[config.mk]
export PLATFORM = sky130hd
export DESIGN_NAME = i2c_master_register_access
export DESIGN_NICKNAME = d
export VERILOG_FILES = /design/src/design/i2cra_pkg.sv /design/src/design/i2c_master_register_access.sv /design/src/design/i2cra_front.sv /design/src/design/i2cra_engine.sv
export SDC_FILE = /design/constraint.sdc
export NUM_CORES = 1
export LEC_CHECK = 0
export BUFFER_PORTS_ARGS = -buffer_cell sky130_fd_sc_hd__buf_2
export CORE_ASPECT_RATIO = 2
export CORE_MARGIN = 2
export CORE_UTILIZATION = 43
export CTS_CLUSTER_SIZE = 20
export DETAILED_ROUTE_END_ITERATION = 16
export PLACE_DENSITY = 0.71
export SLEW_MARGIN = 10
export SYNTH_ARGS = -nofsm -noshare
export SYNTH_HDL_FRONTEND = slang
export SYNTH_HIERARCHICAL = 1
export SYNTH_SLANG_ARGS = --single-unit
[constraint.sdc]
create_clock -name clk -period 5 [get_ports clk]
set_clock_uncertainty 0.2 [all_clocks]
set_input_delay 1 -clock clk [delete_from_list [all_inputs] [get_ports clk]]
set_output_delay 1 -clock clk [all_outputs]
set_load 0.01 [all_outputs]
[src/design/i2cra_pkg.sv]
`default_nettype none
package i2cra_pkg;

  localparam int CFG_IDX_W = 1;
  localparam logic [CFG_IDX_W-1:0] CFG_DELAY_TICKS = 1'd0;
  localparam logic [CFG_IDX_W-1:0] CFG_ACK_TIMEOUT = 1'd1;

  localparam logic [7:0] DELAY_TICKS_RST = 8'd10;
  localparam logic [7:0] ACK_TIMEOUT_RST = 8'd250;

  localparam logic [1:0] OP_TICK  = 2'd0;
  localparam logic [1:0] OP_WRITE = 2'd1;
  localparam logic [1:0] OP_READ  = 2'd2;

  localparam int FIFO_DEPTH = 4;
  localparam int FIFO_AW    = $clog2(FIFO_DEPTH);

  typedef enum logic [1:0] {
    CMD_TICK,
    CMD_WRITE,
    CMD_READ
  } cmd_t;

  typedef struct packed {
    cmd_t       cmd;
    logic [6:0] dev_addr;
    logic [7:0] reg_offset;
    logic [7:0] wr_data;
    logic [7:0] read_count;
    logic       sda_in;
  } item_t;

endpackage
`default_nettype wire

[src/design/i2c_master_register_access.sv]
// channel   direction  handshake            word
// in_       input      in_valid / in_stall   op, addresses, data, count, sampled sda
// out_      output     out_valid / out_stall pin levels, busy, read byte, done, error
// cfg_      input      cfg_valid / cfg_ready register index and write data
//
// one tick is taken per clock unless out_stall holds the engine; a tick leaves
// the four-word input queue when popped, and its result is registered at that edge.
// out_stall holds the result register and then the engine; the queue absorbs
// up to four ticks before in_stall rises. cfg_ready is always high.
// rst_n is synchronous, active low: engine idle, lines released, queue empty,
// delay 10 ticks, acknowledge timeout 250 polls.
`default_nettype none
module i2c_master_register_access (
  input  wire logic                              clk,
  input  wire logic                              rst_n,
  input  wire logic                              in_valid,
  output logic                                   in_stall,
  input  wire logic [1:0]                        in_op,
  input  wire logic [6:0]                        in_dev_addr,
  input  wire logic [7:0]                        in_reg_offset,
  input  wire logic [7:0]                        in_wr_data,
  input  wire logic [7:0]                        in_read_count,
  input  wire logic                              in_sda_in,
  output logic                                   out_valid,
  input  wire logic                              out_stall,
  output logic                                   out_scl_level,
  output logic                                   out_sda_level,
  output logic                                   out_busy_res,
  output logic [7:0]                             out_rd_byte,
  output logic                                   out_rd_valid,
  output logic                                   out_rd_last,
  output logic                                   out_done_res,
  output logic                                   out_nack_error,
  input  wire logic                              cfg_valid,
  output logic                                   cfg_ready,
  input  wire logic [i2cra_pkg::CFG_IDX_W-1:0]   cfg_index,
  input  wire logic [7:0]                        cfg_data
);

  logic             item_valid;
  logic             item_pop;
  i2cra_pkg::item_t item;

  assign cfg_ready = 1'b1;

  i2cra_front u_front (
    .clk           (clk),
    .rst_n         (rst_n),
    .in_valid      (in_valid),
    .in_stall      (in_stall),
    .in_op         (in_op),
    .in_dev_addr   (in_dev_addr),
    .in_reg_offset (in_reg_offset),
    .in_wr_data    (in_wr_data),
    .in_read_count (in_read_count),
    .in_sda_in     (in_sda_in),
    .item_valid    (item_valid),
    .item          (item),
    .item_pop      (item_pop)
  );

  i2cra_engine u_engine (
    .clk            (clk),
    .rst_n          (rst_n),
    .cfg_valid      (cfg_valid && cfg_ready),
    .cfg_index      (cfg_index),
    .cfg_data       (cfg_data),
    .item_valid     (item_valid),
    .item           (item),
    .item_pop       (item_pop),
    .out_valid      (out_valid),
    .out_stall      (out_stall),
    .out_scl_level  (out_scl_level),
    .out_sda_level  (out_sda_level),
    .out_busy_res   (out_busy_res),
    .out_rd_byte    (out_rd_byte),
    .out_rd_valid   (out_rd_valid),
    .out_rd_last    (out_rd_last),
    .out_done_res   (out_done_res),
    .out_nack_error (out_nack_error)
  );

  a_done_idle: assert property (@(posedge clk) disable iff (!rst_n)
    out_valid && out_done_res |-> !out_busy_res)
    else $error("done reported while still busy");

  a_last_valid: assert property (@(posedge clk) disable iff (!rst_n)
    out_valid && out_rd_last |-> out_rd_valid)
    else $error("last flag without a read byte");

  a_nack_done: assert property (@(posedge clk) disable iff (!rst_n)
    out_valid && out_nack_error |-> out_done_res)
    else $error("ack error outside done");

  a_rd_busy: assert property (@(posedge clk) disable iff (!rst_n)
    out_valid && out_rd_valid |-> out_busy_res && !out_done_res)
    else $error("read byte outside a transaction");

endmodule
`default_nettype wire

[src/design/i2cra_front.sv]
`default_nettype none
module i2cra_front (
  input  wire logic            clk,
  input  wire logic            rst_n,
  input  wire logic            in_valid,
  output logic                 in_stall,
  input  wire logic [1:0]      in_op,
  input  wire logic [6:0]      in_dev_addr,
  input  wire logic [7:0]      in_reg_offset,
  input  wire logic [7:0]      in_wr_data,
  input  wire logic [7:0]      in_read_count,
  input  wire logic            in_sda_in,
  output logic                 item_valid,
  output i2cra_pkg::item_t     item,
  input  wire logic            item_pop
);

  i2cra_pkg::item_t                   mem [i2cra_pkg::FIFO_DEPTH];
  logic [i2cra_pkg::FIFO_AW-1:0]      wr_ptr_r, rd_ptr_r;
  logic [i2cra_pkg::FIFO_AW:0]        count_r, count_nxt;
  i2cra_pkg::item_t                   new_item;
  logic                               push;

  always_comb begin
    new_item.dev_addr   = in_dev_addr;
    new_item.reg_offset = in_reg_offset;
    new_item.wr_data    = in_wr_data;
    new_item.sda_in     = in_sda_in;
    // zero count means one byte
    new_item.read_count = (in_read_count == 8'd0) ? 8'd1 : in_read_count;
    unique case (in_op)
      i2cra_pkg::OP_WRITE: new_item.cmd = i2cra_pkg::CMD_WRITE;
      i2cra_pkg::OP_READ:  new_item.cmd = i2cra_pkg::CMD_READ;
      default:             new_item.cmd = i2cra_pkg::CMD_TICK;
    endcase
  end

  assign in_stall   = (count_r == (i2cra_pkg::FIFO_AW+1)'(i2cra_pkg::FIFO_DEPTH));
  assign push       = in_valid && !in_stall;
  assign item_valid = (count_r != '0);
  assign item       = mem[rd_ptr_r];

  always_comb begin
    count_nxt = count_r;
    if (push && !item_pop) begin
      count_nxt = count_r + 1'b1;
    end else if (!push && item_pop) begin
      count_nxt = count_r - 1'b1;
    end
  end

  always_ff @(posedge clk) begin
    if (!rst_n) begin
      wr_ptr_r <= '0;
      rd_ptr_r <= '0;
      count_r  <= '0;
    end else begin
      if (push) begin
        wr_ptr_r <= wr_ptr_r + 1'b1;
      end
      if (item_pop) begin
        rd_ptr_r <= rd_ptr_r + 1'b1;
      end
      count_r <= count_nxt;
    end
  end

  always_ff @(posedge clk) begin
    if (push) begin
      mem[wr_ptr_r] <= new_item;
    end
  end

endmodule
`default_nettype wire

[src/design/i2cra_engine.sv]
`default_nettype none
module i2cra_engine (
  input  wire logic                              clk,
  input  wire logic                              rst_n,
  input  wire logic                              cfg_valid,
  input  wire logic [i2cra_pkg::CFG_IDX_W-1:0]   cfg_index,
  input  wire logic [7:0]                        cfg_data,
  input  wire logic                              item_valid,
  input  wire i2cra_pkg::item_t                  item,
  output logic                                   item_pop,
  output logic                                   out_valid,
  input  wire logic                              out_stall,
  output logic                                   out_scl_level,
  output logic                                   out_sda_level,
  output logic                                   out_busy_res,
  output logic [7:0]                             out_rd_byte,
  output logic                                   out_rd_valid,
  output logic                                   out_rd_last,
  output logic                                   out_done_res,
  output logic                                   out_nack_error
);

  typedef enum logic [4:0] {
    PH_IDLE, PH_START_PRE, PH_START_HI, PH_START_FALL, PH_START_CLK,
    PH_TX_LOW, PH_TX_HIGH, PH_ACK_LOW, PH_ACK_REL, PH_ACK_HIGH,
    PH_ACK_POLL, PH_ACK_END, PH_RX_LOW, PH_RX_HIGH, PH_MACK_LOW,
    PH_MACK_DATA, PH_MACK_HIGH, PH_MACK_END, PH_STOP_A, PH_STOP_B,
    PH_STOP_C, PH_STOP_D
  } phase_t;

  logic [7:0] delay_r, ack_to_r;

  phase_t     phase_r, phase_nxt;
  logic [3:0] bit_r, bit_nxt;
  logic [7:0] shift_r, shift_nxt;
  logic [8:0] wait_r, wait_nxt;
  logic [7:0] poll_r, poll_nxt;
  logic [7:0] left_r, left_nxt;
  logic [6:0] addr_r, addr_nxt;
  logic [7:0] offs_r, offs_nxt;
  logic [7:0] data_r, data_nxt;
  logic       rd_r, rd_nxt;
  logic [1:0] stage_r, stage_nxt;
  logic       err_r, err_nxt;
  logic       scl_r, scl_nxt;
  logic       sda_r, sda_nxt;

  logic       out_valid_r;
  logic       out_scl_r, out_sda_r, out_busy_r;
  logic [7:0] out_byte_r, rbyte;
  logic       out_rv_r, out_rl_r, out_done_r, out_nack_r;
  logic       rvalid, rlast, done, nack;

  logic [8:0] unit1, unit2;
  logic [3:0] bit_inc;
  logic       fire;

  assign unit1    = {1'b0, delay_r};
  assign unit2    = {delay_r, 1'b0};
  assign bit_inc  = bit_r + 4'd1;
  assign fire     = item_valid && (!out_valid_r || !out_stall);
  assign item_pop = fire;

  always_comb begin
    phase_nxt = phase_r; bit_nxt = bit_r; shift_nxt = shift_r; wait_nxt = wait_r;
    poll_nxt = poll_r; left_nxt = left_r; addr_nxt = addr_r; offs_nxt = offs_r;
    data_nxt = data_r; rd_nxt = rd_r; stage_nxt = stage_r; err_nxt = err_r;
    scl_nxt = scl_r; sda_nxt = sda_r;
    rbyte = 8'd0; rvalid = 1'b0; rlast = 1'b0; done = 1'b0; nack = 1'b0;

    if (phase_r == PH_IDLE) begin
      scl_nxt = 1'b1;
      sda_nxt = 1'b1;
      if (item.cmd != i2cra_pkg::CMD_TICK) begin
        addr_nxt  = item.dev_addr;
        offs_nxt  = item.reg_offset;
        data_nxt  = item.wr_data;
        rd_nxt    = (item.cmd == i2cra_pkg::CMD_READ);
        left_nxt  = item.read_count;
        stage_nxt = 2'd0;
        err_nxt   = 1'b0;
        phase_nxt = PH_START_PRE;
        wait_nxt  = unit2;
      end
    end else if (phase_r == PH_ACK_POLL) begin
      if (!item.sda_in) begin
        scl_nxt   = 1'b0;
        phase_nxt = PH_ACK_END;
        wait_nxt  = unit1;
      end else if (poll_r >= ack_to_r) begin
        err_nxt   = 1'b1;
        scl_nxt   = 1'b0;
        phase_nxt = PH_STOP_A;
        wait_nxt  = unit1;
      end else begin
        poll_nxt = poll_r + 8'd1;
      end
    end else if (wait_r > 9'd1) begin
      wait_nxt = wait_r - 9'd1;
    end else begin
      unique case (phase_r)
        PH_START_PRE: begin
          scl_nxt = 1'b1; sda_nxt = 1'b1; phase_nxt = PH_START_HI; wait_nxt = unit2;
        end
        PH_START_HI: begin
          sda_nxt = 1'b0; phase_nxt = PH_START_FALL; wait_nxt = unit2;
        end
        PH_START_FALL: begin
          scl_nxt = 1'b0; phase_nxt = PH_START_CLK; wait_nxt = unit2;
        end
        PH_START_CLK: begin
          shift_nxt = {addr_r, stage_r == 2'd2};
          bit_nxt   = 4'd0;
          scl_nxt   = 1'b0;
          sda_nxt   = addr_r[6];
          phase_nxt = PH_TX_LOW;
          wait_nxt  = unit1;
        end
        PH_TX_LOW: begin
          scl_nxt = 1'b1; phase_nxt = PH_TX_HIGH; wait_nxt = unit1;
        end
        PH_TX_HIGH: begin
          shift_nxt = {shift_r[6:0], 1'b0};
          bit_nxt   = bit_inc;
          scl_nxt   = 1'b0;
          wait_nxt  = unit1;
          if (bit_inc >= 4'd8) begin
            phase_nxt = PH_ACK_LOW;
          end else begin
            sda_nxt   = shift_r[6];
            phase_nxt = PH_TX_LOW;
          end
        end
        PH_ACK_LOW: begin
          sda_nxt = 1'b1; phase_nxt = PH_ACK_REL; wait_nxt = unit2;
        end
        PH_ACK_REL: begin
          scl_nxt = 1'b1; phase_nxt = PH_ACK_HIGH; wait_nxt = unit1;
        end
        PH_ACK_HIGH: begin
          poll_nxt = 8'd0; phase_nxt = PH_ACK_POLL; wait_nxt = 9'd0;
        end
        PH_ACK_END: begin
          if (stage_r == 2'd0) begin
            stage_nxt = 2'd1;
            shift_nxt = offs_r; bit_nxt = 4'd0; scl_nxt = 1'b0; sda_nxt = offs_r[7];
            phase_nxt = PH_TX_LOW; wait_nxt = unit1;
          end else if (stage_r == 2'd1) begin
            stage_nxt = 2'd2;
            if (rd_r) begin
              phase_nxt = PH_START_PRE; wait_nxt = unit2;
            end else begin
              shift_nxt = data_r; bit_nxt = 4'd0; scl_nxt = 1'b0; sda_nxt = data_r[7];
              phase_nxt = PH_TX_LOW; wait_nxt = unit1;
            end
          end else if (rd_r) begin
            shift_nxt = 8'd0; bit_nxt = 4'd0; scl_nxt = 1'b0; sda_nxt = 1'b1;
            phase_nxt = PH_RX_LOW; wait_nxt = unit1;
          end else begin
            scl_nxt = 1'b0; phase_nxt = PH_STOP_A; wait_nxt = unit1;
          end
        end
        PH_RX_LOW: begin
          scl_nxt = 1'b1; phase_nxt = PH_RX_HIGH; wait_nxt = unit1;
        end
        PH_RX_HIGH: begin
          shift_nxt = {shift_r[6:0], item.sda_in};
          bit_nxt   = bit_inc;
          scl_nxt   = 1'b0;
          wait_nxt  = unit1;
          if (bit_inc >= 4'd8) begin
            rbyte     = {shift_r[6:0], item.sda_in};
            rvalid    = 1'b1;
            rlast     = (left_r <= 8'd1);
            phase_nxt = PH_MACK_LOW;
          end else begin
            phase_nxt = PH_RX_LOW;
          end
        end
        PH_MACK_LOW: begin
          sda_nxt = (left_r <= 8'd1); phase_nxt = PH_MACK_DATA; wait_nxt = unit1;
        end
        PH_MACK_DATA: begin
          scl_nxt = 1'b1; phase_nxt = PH_MACK_HIGH; wait_nxt = unit1;
        end
        PH_MACK_HIGH: begin
          scl_nxt = 1'b0; phase_nxt = PH_MACK_END; wait_nxt = unit1;
        end
        PH_MACK_END: begin
          if (left_r <= 8'd1) begin
            left_nxt = 8'd0;
            scl_nxt = 1'b0; phase_nxt = PH_STOP_A; wait_nxt = unit1;
          end else begin
            left_nxt  = left_r - 8'd1;
            shift_nxt = 8'd0; bit_nxt = 4'd0; scl_nxt = 1'b0; sda_nxt = 1'b1;
            phase_nxt = PH_RX_LOW; wait_nxt = unit1;
          end
        end
        PH_STOP_A: begin
          sda_nxt = 1'b0; phase_nxt = PH_STOP_B; wait_nxt = unit1;
        end
        PH_STOP_B: begin
          scl_nxt = 1'b1; phase_nxt = PH_STOP_C; wait_nxt = unit2;
        end
        PH_STOP_C: begin
          sda_nxt = 1'b1; phase_nxt = PH_STOP_D; wait_nxt = unit2;
        end
        PH_STOP_D: begin
          done = 1'b1; nack = err_r; phase_nxt = PH_IDLE; wait_nxt = 9'd0;
        end
        default: begin
          phase_nxt = PH_IDLE; wait_nxt = 9'd0; scl_nxt = 1'b1; sda_nxt = 1'b1;
        end
      endcase
    end
  end

  always_ff @(posedge clk) begin
    if (!rst_n) begin
      delay_r  <= i2cra_pkg::DELAY_TICKS_RST;
      ack_to_r <= i2cra_pkg::ACK_TIMEOUT_RST;
    end else if (cfg_valid) begin
      if (cfg_index == i2cra_pkg::CFG_DELAY_TICKS) begin
        delay_r <= cfg_data;
      end
      if (cfg_index == i2cra_pkg::CFG_ACK_TIMEOUT) begin
        ack_to_r <= cfg_data;
      end
    end
  end

  always_ff @(posedge clk) begin
    if (!rst_n) begin
      phase_r <= PH_IDLE; bit_r <= '0; shift_r <= '0; wait_r <= '0; poll_r <= '0;
      left_r <= '0; addr_r <= '0; offs_r <= '0; data_r <= '0; rd_r <= 1'b0;
      stage_r <= '0; err_r <= 1'b0; scl_r <= 1'b1; sda_r <= 1'b1;
      out_valid_r <= 1'b0;
    end else begin
      if (fire) begin
        phase_r <= phase_nxt; bit_r <= bit_nxt; shift_r <= shift_nxt;
        wait_r <= wait_nxt; poll_r <= poll_nxt; left_r <= left_nxt;
        addr_r <= addr_nxt; offs_r <= offs_nxt; data_r <= data_nxt;
        rd_r <= rd_nxt; stage_r <= stage_nxt; err_r <= err_nxt;
        scl_r <= scl_nxt; sda_r <= sda_nxt;
        out_valid_r <= 1'b1;
      end else if (!out_stall) begin
        out_valid_r <= 1'b0;
      end
    end
  end

  always_ff @(posedge clk) begin
    if (fire) begin
      out_scl_r  <= scl_nxt;
      out_sda_r  <= sda_nxt;
      out_busy_r <= (phase_nxt != PH_IDLE);
      out_byte_r <= rbyte;
      out_rv_r   <= rvalid;
      out_rl_r   <= rlast;
      out_done_r <= done;
      out_nack_r <= nack;
    end
  end

  assign out_valid      = out_valid_r;
  assign out_scl_level  = out_scl_r;
  assign out_sda_level  = out_sda_r;
  assign out_busy_res   = out_busy_r;
  assign out_rd_byte    = out_byte_r;
  assign out_rd_valid   = out_rv_r;
  assign out_rd_last    = out_rl_r;
  assign out_done_res   = out_done_r;
  assign out_nack_error = out_nack_r;

endmodule
`default_nettype wire
==> metrics.yaml, run 1 <==
run_status: "finished, final reports clean"
cts_setup_buffers: 0
clk_pin_slew_ns: 0.07
hold_buffers: 0
htree_levels: 1
ios: 66
postLayoutCoreUtil_pct: 48.5
syn_area_mm2: 0.0113
hold_viol: 0
clk_latency_ns: 0.52
grt_start_max_net_pins: 51
rsz0062_at_grt: "no"
drtIter0Drc: 781
ys_ff_latch: 247
coreArea_mm2: 0.0261
use_met3_pct: 2.32
relSlewSlack_pct: 35.7
die_h_um: 233
hold_class: "register to register"
fin_setup_tns_ns: 0
chipWidth_um: 119
critPathLaunchType: "register"
num_vias: 7719
initial_core_util_pct: 43.3
synth-seq-area-share_pct: 57.1
antenna_found_initial: 1
max-vdd-ir-drop_mv: 0.313
drive_above_1_share_pct: 17.1
grt_pass1_wl_um: 40300
fillCellCount: 2346
period_minus_slack_ns: 3.25
area_delta_synth_final_pct: 12.0
diodes: 0
async_reset_ff_share_pct: 0
cpPeakStageDelay_ns: 0.93
synthFlopType: "edfxtp_1"
syn-instance-count: 963
use_met1_pct: 22.8
fin_cells: 1366
place_area_mm2: 0.0119
cts-root-buf: "clkbuf_16"
whs_ns: 0.260
post-route-period-util_pct: 65.0
avgRoutedWirePerCell_um: 18.0
syn_area_per_cell_um2: 11.7
stdcell_area_mm2: 0.0127
grt_pass1_vias: 7811
rows: 84
final_max_slew_viol_count: 0
yosys_warnings: 6
end_kind: "register"
yosysUniqueCellTypes: 78
place_congestion: 0.954
setup_viol: 0
dieArea_mm2: 0.0277
worstPathCellList: "inv_1 -> or2_2 -> a21oi_1 -> a222oi_1 -> a211oi_1"
nets: 1073
synthesis.nets: 1031
antenna_left: 0
cp_top_family: "compound AO/OA/AOI/OAI gates"
cts_max_path_buffers: 3
drc: 0
cts_made_buffers: 23
grt-busiest-layer: "met2"
place_inst: 1324
post-dp-hpwl_um: 16600
cts_resized: 0
crit_buf_inv: 1
worstPathRequired_ns: 5.23
maxCapViolCount: 0
cpMaxStageDelayCell: "dfxtp_1"
dr.pass1.iters: 6
clkSinkCount: 247
worstPathMaxFanout: 28
timing.fmax_ghz: 0.308
worstMarginPinSlew_ns: 0.961
vias_per_cell: 5.65
worstPathArrival_ns: 3.48
track_usage_pct: 18.0
io_buffer_count: 64
routed_wl_um: 24600
cts_tree: "built"
leakagePower_nw: 4.30
synth_edf_count: 151
p_per_area_mw_per_mm2: 579
grt_overflow: 0
grt_use_met2_pct: 31.7
crit_type: "register to register"
path summary, 6_finish.rpt:
kind,slack (ns),endpoint,start,cells past startpoint
setup / recovery,1.75,u_engine/shift_r[1],u_engine/phase_r[0],5
hold reg to reg,0.26,u_engine/addr_r[3],u_engine/addr_r[3],2
setup reg to reg,1.75,u_engine/shift_r[1],u_engine/phase_r[0],5
hold / removal,0.26,u_engine/addr_r[3],u_engine/addr_r[3],2
area by class of cell:
cell class                 count  area [um2]  share of cell area, %
inverter                      26        97.6                  0.771
clock inverter                10         155                   1.23
timing repair buffer          83         463                   3.66
tap                          344         430                   3.40
multi-input combinational    624        4410                   34.9
sequential                   247        6460                   51.0
clock buffer                  32         639                   5.05
cells in the final DEF (no fill, tap or decap), drive strengths merged, types with 29 or more instances in the layout:
| cell | Yosys | routed |
|---|---|---|
| a21oi | 79 | 79 |
| nor3 | 29 | 29 |
| dfxtp | 96 | 96 |
| clkbuf | 33 | 32 |
| buf | 33 | 83 |
| nor2 | 45 | 45 |
| mux4 | 34 | 34 |
| and2 | 30 | 30 |
| o21ai | 48 | 48 |
| nand2 | 109 | 109 |
| edfxtp | 151 | 151 |
power breakdown:
part           switching, W  leakage, nW  internal [W]
combinational       0.00168         1.75       0.00105
sequential         0.000245         2.18       0.00253
clock              0.000753        0.379       0.00106
total               0.00268         4.30       0.00465
registers in the layout, summed over array words and instances, names as in the netlist, 2 cells and up, named ones only:
register              count
u_engine/ack_to_r         8
u_engine/addr_r           7
u_engine/bit_r            4
u_engine/data_r           8
u_engine/delay_r          8
u_engine/left_r           8
u_engine/offs_r           8
u_engine/out_rd_byte      8
u_engine/phase_r          5
u_engine/poll_r           8
u_engine/shift_r          7
u_engine/stage_r          2
u_engine/wait_r           9
u_front/count_r           3
u_front/mem             136
u_front/rd_ptr_r          2
u_front/wr_ptr_r          2
routing by layer:
metal,routed length (um),share of wire (%)
met2,12500,51
met4,659,2.7
met1,10100,41
met3,1270,5.1
met5,7,0.028
Yosys cell counts, types with 3 or more instances:
library cell  number  share of area, %
a211oi_1          12              0.80
a21boi_0           9              0.60
a21oi_1           78               3.5
a221oi_1           5              0.39
a222oi_1          10              0.89
a31oi_1           12              0.66
a32o_1             5              0.44
a32oi_1            3              0.23
and2_1            29               1.6
and3_1             4              0.22
buf_1              5              0.17
buf_12             3              0.53
buf_2             22              0.97
clkbuf_1          32               1.1
dfxtp_1           96                17
edfxtp_1         151                40
ha_1              19               2.1
inv_1             26              0.86
mux2_2             7              0.70
mux2i_1            6              0.53
mux4_1             4              0.93
mux4_2            30               6.0
nand2_1          109               3.6
nand2b_1          15              0.83
nand3_1           21              0.93
nand3b_1           4              0.27
nand4_1            5              0.28
nor2_1            45               1.5
nor2b_1           11              0.61
nor3_1            27               1.2
nor3b_1            5              0.33
o2111ai_1          3              0.23
o211ai_1          12              0.80
o21a_1             6              0.40
o21ai_0           47               2.1
o221ai_1           3              0.23
o22ai_1            5              0.28
o31ai_1            4              0.27
or2_2              4              0.22
or3_1              5              0.28
xnor2_1            7              0.54
xor2_1            10              0.78
tightest hold or removal path, cell delays in order, from the launching register on:
cell     delay [ns]
dfxtp_1        0.31
nand2_1        0.05
a21oi_1        0.05
kinds of logic after synthesis:
| kind of cell | Yosys count | share of synthesized area (%) |
|---|---|---|
| AOI/OAI and AO/OA | 239 | 13.8 |
| xor gates and xnor gates | 17 | 1.32 |
| adders and majority gates | 20 | 2.28 |
| buffers and inverters | 92 | 3.91 |
| DFF | 247 | 57.1 |
| muxes | 47 | 8.14 |
| other | 1 | 0.0332 |
| and+or+nand+nor | 300 | 13.3 |
stage by stage:
step | power, W | worst slack [ns]
after floorplan | 0.00483 | 1.49
after global placement | 0.00549 | 1.77
after detailed placement | 0.00552 | 1.68
after CTS | 0.00736 | 1.83
after global routing | 0.00778 | 1.50
final | 0.00733 | 1.75
Power figures use the tool's default switching activity.
==> run 2: changes to the inputs <==
clock period = 3 ns   (was 5 ns; I/O delays follow)
==> metrics.yaml, run 2 (same netlist as run 1, synthesis figures left out) <==
cp_top_family: "simple AND/OR/NAND/NOR gates"
grt_overflow: 0
avgRoutedWirePerCell_um: 18.2
grt_start_max_net_pins: 47
period_minus_slack_ns: 2.76
max-vdd-ir-drop_mv: 0.602
vias_per_cell: 5.65
p_per_area_mw_per_mm2: 970
crit_buf_inv: 3
rsz0062_at_grt: "no"
diodes: 0
nets: 1106
antenna_found_initial: 0
ios: 66
place_congestion: 0.986
maxCapViolCount: 0
drc: 0
cts_tree: "built"
cts-root-buf: "clkbuf_16"
area_delta_synth_final_pct: 14.0
place_ws_ns: 0.217
hold_buffers: 0
cpMaxStageDelayCell: "fa_1"
final_common_cell: "edfxtp_1"
end_kind: "register"
worstPathArrival_ns: 3.01
timing.fmax_ghz: 0.362
worstPathMaxFanout: 7
die_h_um: 233
layout_setup_ws_ns: 0.236
fillCellCount: 2339
cts_made_buffers: 23
worstPathRequired_ns: 3.25
clk_pin_slew_ns: 0.06
hold_class: "primary input to register"
setup_viol: 0
top_register: "u_front/mem"
cts_setup_buffers: 0
post-dp-hpwl_um: 17700
grt_pass1_wl_um: 41400
clk_latency_ns: 0.52
final_max_slew_viol_count: 0
run_status: "finished, final reports clean"
io_buffer_count: 64
cpPeakStageDelay_ns: 0.38
initial_core_util_pct: 43.3
layout_common_cells: "151 x edfxtp_1, 109 x nand2_1, 95 x dfxtp_1"
grt_pass1_vias: 8100
clkSinkCount: 247
fin_setup_tns_ns: 0
post-route-period-util_pct: 92.1
htree_levels: 1
coreArea_mm2: 0.0261
cts_max_path_buffers: 3
seqCellArea_mm2: 0.00646
track_usage_pct: 18.5
leakagePower_nw: 4.45
drtIter0Drc: 605
chipWidth_um: 119
crit_type: "register to register"
largest_reg_flops: 136
relSlewSlack_pct: 58.3
antenna_left: 0
dieArea_mm2: 0.0277
hold_viol: 0
critPathLaunchType: "register"
worstPathCellList: "or3_1 -> a21bo_2 -> inv_1 -> inv_1 -> ha_1 -> inv_1 -> fa_1 -> xor2_1 -> or3_1 -> a21boi_0"
worstMarginPinSlew_ns: 0.619
drive_above_1_share_pct: 19.4
reg.largest.list: "u_front/mem (136), u_engine/wait_r (9)"
routed_wl_um: 25500
dr.pass1.iters: 6
rows: 84
cts_resized: 0
num_vias: 7910
path_common_cell: "inv_1"
multiInputGateArea_mm2: 0.00441
[run 2: path summary, 6_finish.rpt]
path                                          from                 end  slack [ns]  depth (start not counted)
worst max-delay path            u_front/count_r[0]  u_front/count_r[2]        0.24                         10
worst min-delay path                 in_wr_data[0]   u_front/mem[1][9]        0.09                          1
worst max register to register  u_front/count_r[0]  u_front/count_r[2]        0.24                         10
worst min register to register  u_engine/data_r[3]  u_engine/data_r[3]        0.25                          2
[run 2: where the power goes]
group / total (W) / switching, W / internal, W
clock: 0.00294 / 0.00125 / 0.00169
combinational: 0.00495 / 0.00298 / 0.00198
sequential: 0.00459 / 0.000366 / 0.00422
total: 0.0125 / 0.00459 / 0.00790
[run 2: area by class of cell]
cell class              instances  area share (%)
flip-flops and latches        247            50.1
multi-input cells             624            34.2
repair buffers                116            5.62
clock buffers                  30            4.67
well taps                     344            3.34
clock inverters                12            1.21
inverters                      26           0.758
[run 2: layer usage]
layer	wire length, um	vias to the layer above	GRT usage (%)	share of wire, %
li1	-	3764	-	-
met1	10500	3826	22.9	41
met2	13000	257	32.7	51
met3	1330	63	2.56	5.2
met4	790	0	6.73	3.1
met5	0	-	0	0
[run 2: stage by stage]
| stage | instances | util, % | instance area (um2) | hold slack (ns) | power [W] |
|---|---|---|---|---|---|
| global placement | 1357 | 46.5 | 12100 | 0.242 | 0.00947 |
| finish | 1399 | 49.4 | 12900 | 0.0915 | 0.0125 |
| global route | 1399 | 49.4 | 12900 | 0.0722 | 0.0132 |
| detailed placement | 1357 | 46.5 | 12100 | 0.245 | 0.00956 |
| CTS | 1399 | 49.4 | 12900 | 0.0748 | 0.0125 |
| floorplan | 963 | - | 11300 | 0.229 | 0.00805 |
==> run 3: changes to the inputs <==
PLACE_DENSITY = 0.61   (was 0.71)
==> metrics.yaml, run 3 (same netlist as run 1, synthesis figures left out) <==
reg.largest.list: "u_front/mem (136), u_engine/wait_r (9)"
place_inst: 1352
clk_latency_ns: 0.54
fin_setup_tns_ns: 0
track_usage_pct: 18.5
initial_core_util_pct: 43.3
setup_viol: 0
io_buffer_count: 64
coreArea_mm2: 0.0261
area_delta_synth_final_pct: 14.3
leakagePower_nw: 4.46
hold_buffers: 0
period_minus_slack_ns: 2.82
clk_pin_slew_ns: 0.07
nets: 1101
timing.fmax_ghz: 0.354
cts_made_buffers: 23
p_sw_share_pct: 36.9
rows: 84
combPwrFrac_pct: 39.2
fillCellCount: 2400
worst_r2r_endpoint: "u_engine/out_busy_res"
cts_max_path_buffers: 3
relSlewSlack_pct: 54.0
cts-root-buf: "clkbuf_16"
avgRoutedWirePerCell_um: 18.4
reg2reg_from: "u_engine/phase_r[1]"
antenna_found_initial: 1
drive_above_1_share_pct: 19.6
worstMarginPinSlew_ns: 0.689
worstPathCellList: "nor2b_1 -> nand2_1 -> o221ai_1 -> a211o_1 -> a221oi_1 -> nand4_1"
layout_common_cells: "151 x edfxtp_1, 109 x nand2_1, 95 x dfxtp_1"
worstPathMaxFanout: 14
cp_top_family: "compound AO/OA/AOI/OAI gates"
final_max_slew_viol_count: 0
cpPeakStageDelay_ns: 0.75
hold_class: "primary input to register"
power_frac_seq_pct: 37.1
worstPathRequired_ns: 3.06
antenna_left: 0
grt_pass1_wl_um: 40800
clkSinkCount: 247
grt_overflow: 0
fin_cells: 1394
end_kind: "register"
max-vdd-ir-drop_mv: 0.593
drc: 0
diodes: 0
critPathLaunchType: "register"
num_vias: 7829
worstPathArrival_ns: 2.88
worstRegToRegCells: 6
grt_pass1_vias: 7678
endpoint: "u_engine/out_busy_res"
p_per_area_mw_per_mm2: 968
grt_start_max_net_pins: 39
dr.pass1.iters: 6
r2r_setup_slack_ns: 0.18
power.internal_w: 0.00789
hold_viol: 0
cts_resized: 0
die_h_um: 233
final_common_cell: "edfxtp_1"
chipWidth_um: 119
cp.depth: 6
cpMaxStageDelayCell: "dfxtp_1"
vias_per_cell: 5.62
run_status: "finished, final reports clean"
post-route-period-util_pct: 94.1
largest_reg_flops: 136
crit_buf_inv: 0
place_congestion: 0.980
htree_levels: 1
rsz0062_at_grt: "no"
maxCapViolCount: 0
cts_tree: "built"
p_sw_w: 0.00461
crit_type: "register to register"
finalPower_w: 0.0125
cts_setup_buffers: 0
clkPwrFrac_pct: 23.7
drtIter0Drc: 676
dieArea_mm2: 0.0277
top_register: "u_front/mem"
post-dp-hpwl_um: 17500
startpoint: "u_engine/phase_r[1]"
ios: 66
routed_wl_um: 25700
run 3: cell count changes in the layout (fill, tap and decap cells not counted), sizes merged:
| cell | before | now |
|---|---|---|
| buf | 116 | 111 |
| bufinv | 3 | 2 |
| clkbuf | 30 | 27 |
| clkinv | 5 | 9 |
run 3: per-stage QoR:
stage | cell area (um2) | util (%) | setup WS (ns) | hold slack, ns
floorplan | 11300 | - | 0.0124 | 0.229
global placement | 12100 | 46.6 | 0.204 | 0.240
detailed placement | 12100 | 46.6 | 0.216 | 0.249
CTS | 12900 | 49.5 | 0.212 | 0.0534
global route | 12900 | 49.5 | 0.0487 | 0.0619
finish | 12900 | 49.5 | 0.176 | 0.0711
run 3: how the worst min path moves through the flow:
stage / from / to / slack [ns] / cells past startpoint
2_1_floorplan: u_engine/err_r / u_engine/err_r / 0.23 / 2
3_3_place_gp: u_engine/data_r[6] / u_engine/data_r[6] / 0.24 / 2
3_5_place_dp: u_engine/data_r[6] / u_engine/data_r[6] / 0.25 / 2
4_1_cts: in_wr_data[5] / u_front/mem[3][14] / 0.05 / 1
5_1_grt: in_reg_offset[1] / u_front/mem[3][18] / 0.06 / 1
6_report: in_wr_data[5] / u_front/mem[2][14] / 0.07 / 1
run 3: power by group through the flow:
stage                     Sequential [W]  Combinational, W  Clock [W]
after floorplan                  0.00457           0.00348          0
after global placement           0.00468           0.00486          0
after detailed placement         0.00470           0.00486          0
after CTS                        0.00463           0.00488    0.00303
after global routing             0.00471           0.00536    0.00316
final                            0.00463           0.00491    0.00296
run 3: layout make-up:
| class | count | area (um2) | area share (%) |
|---|---|---|---|
| timing repair buffer | 111 | 748 | 5.79 |
| clock buffer | 27 | 621 | 4.81 |
| inverter | 26 | 97.6 | 0.756 |
| multi-input combinational | 624 | 4410 | 34.2 |
| sequential | 247 | 6460 | 50.0 |
| clock inverter | 15 | 148 | 1.14 |
| tap | 344 | 430 | 3.33 |
run 3: routing by layer:
layer | GRT usage, % | up-vias | wire, um
met3 | 2.25 | 73 | 1310
met4 | 7.89 | 2 | 968
li1 | - | 3751 | -
met1 | 23.6 | 3749 | 10800
met5 | 0 | - | 14
met2 | 31.6 | 254 | 12600
run 3: worst reg2reg max path, stage by stage, from the launching register on:
cell      delay, ns
dfxtp_1        0.75
nor2b_1        0.26
nand2_1        0.26
o221ai_1       0.24
a211o_1        0.32
a221oi_1       0.39
nand4_1        0.14
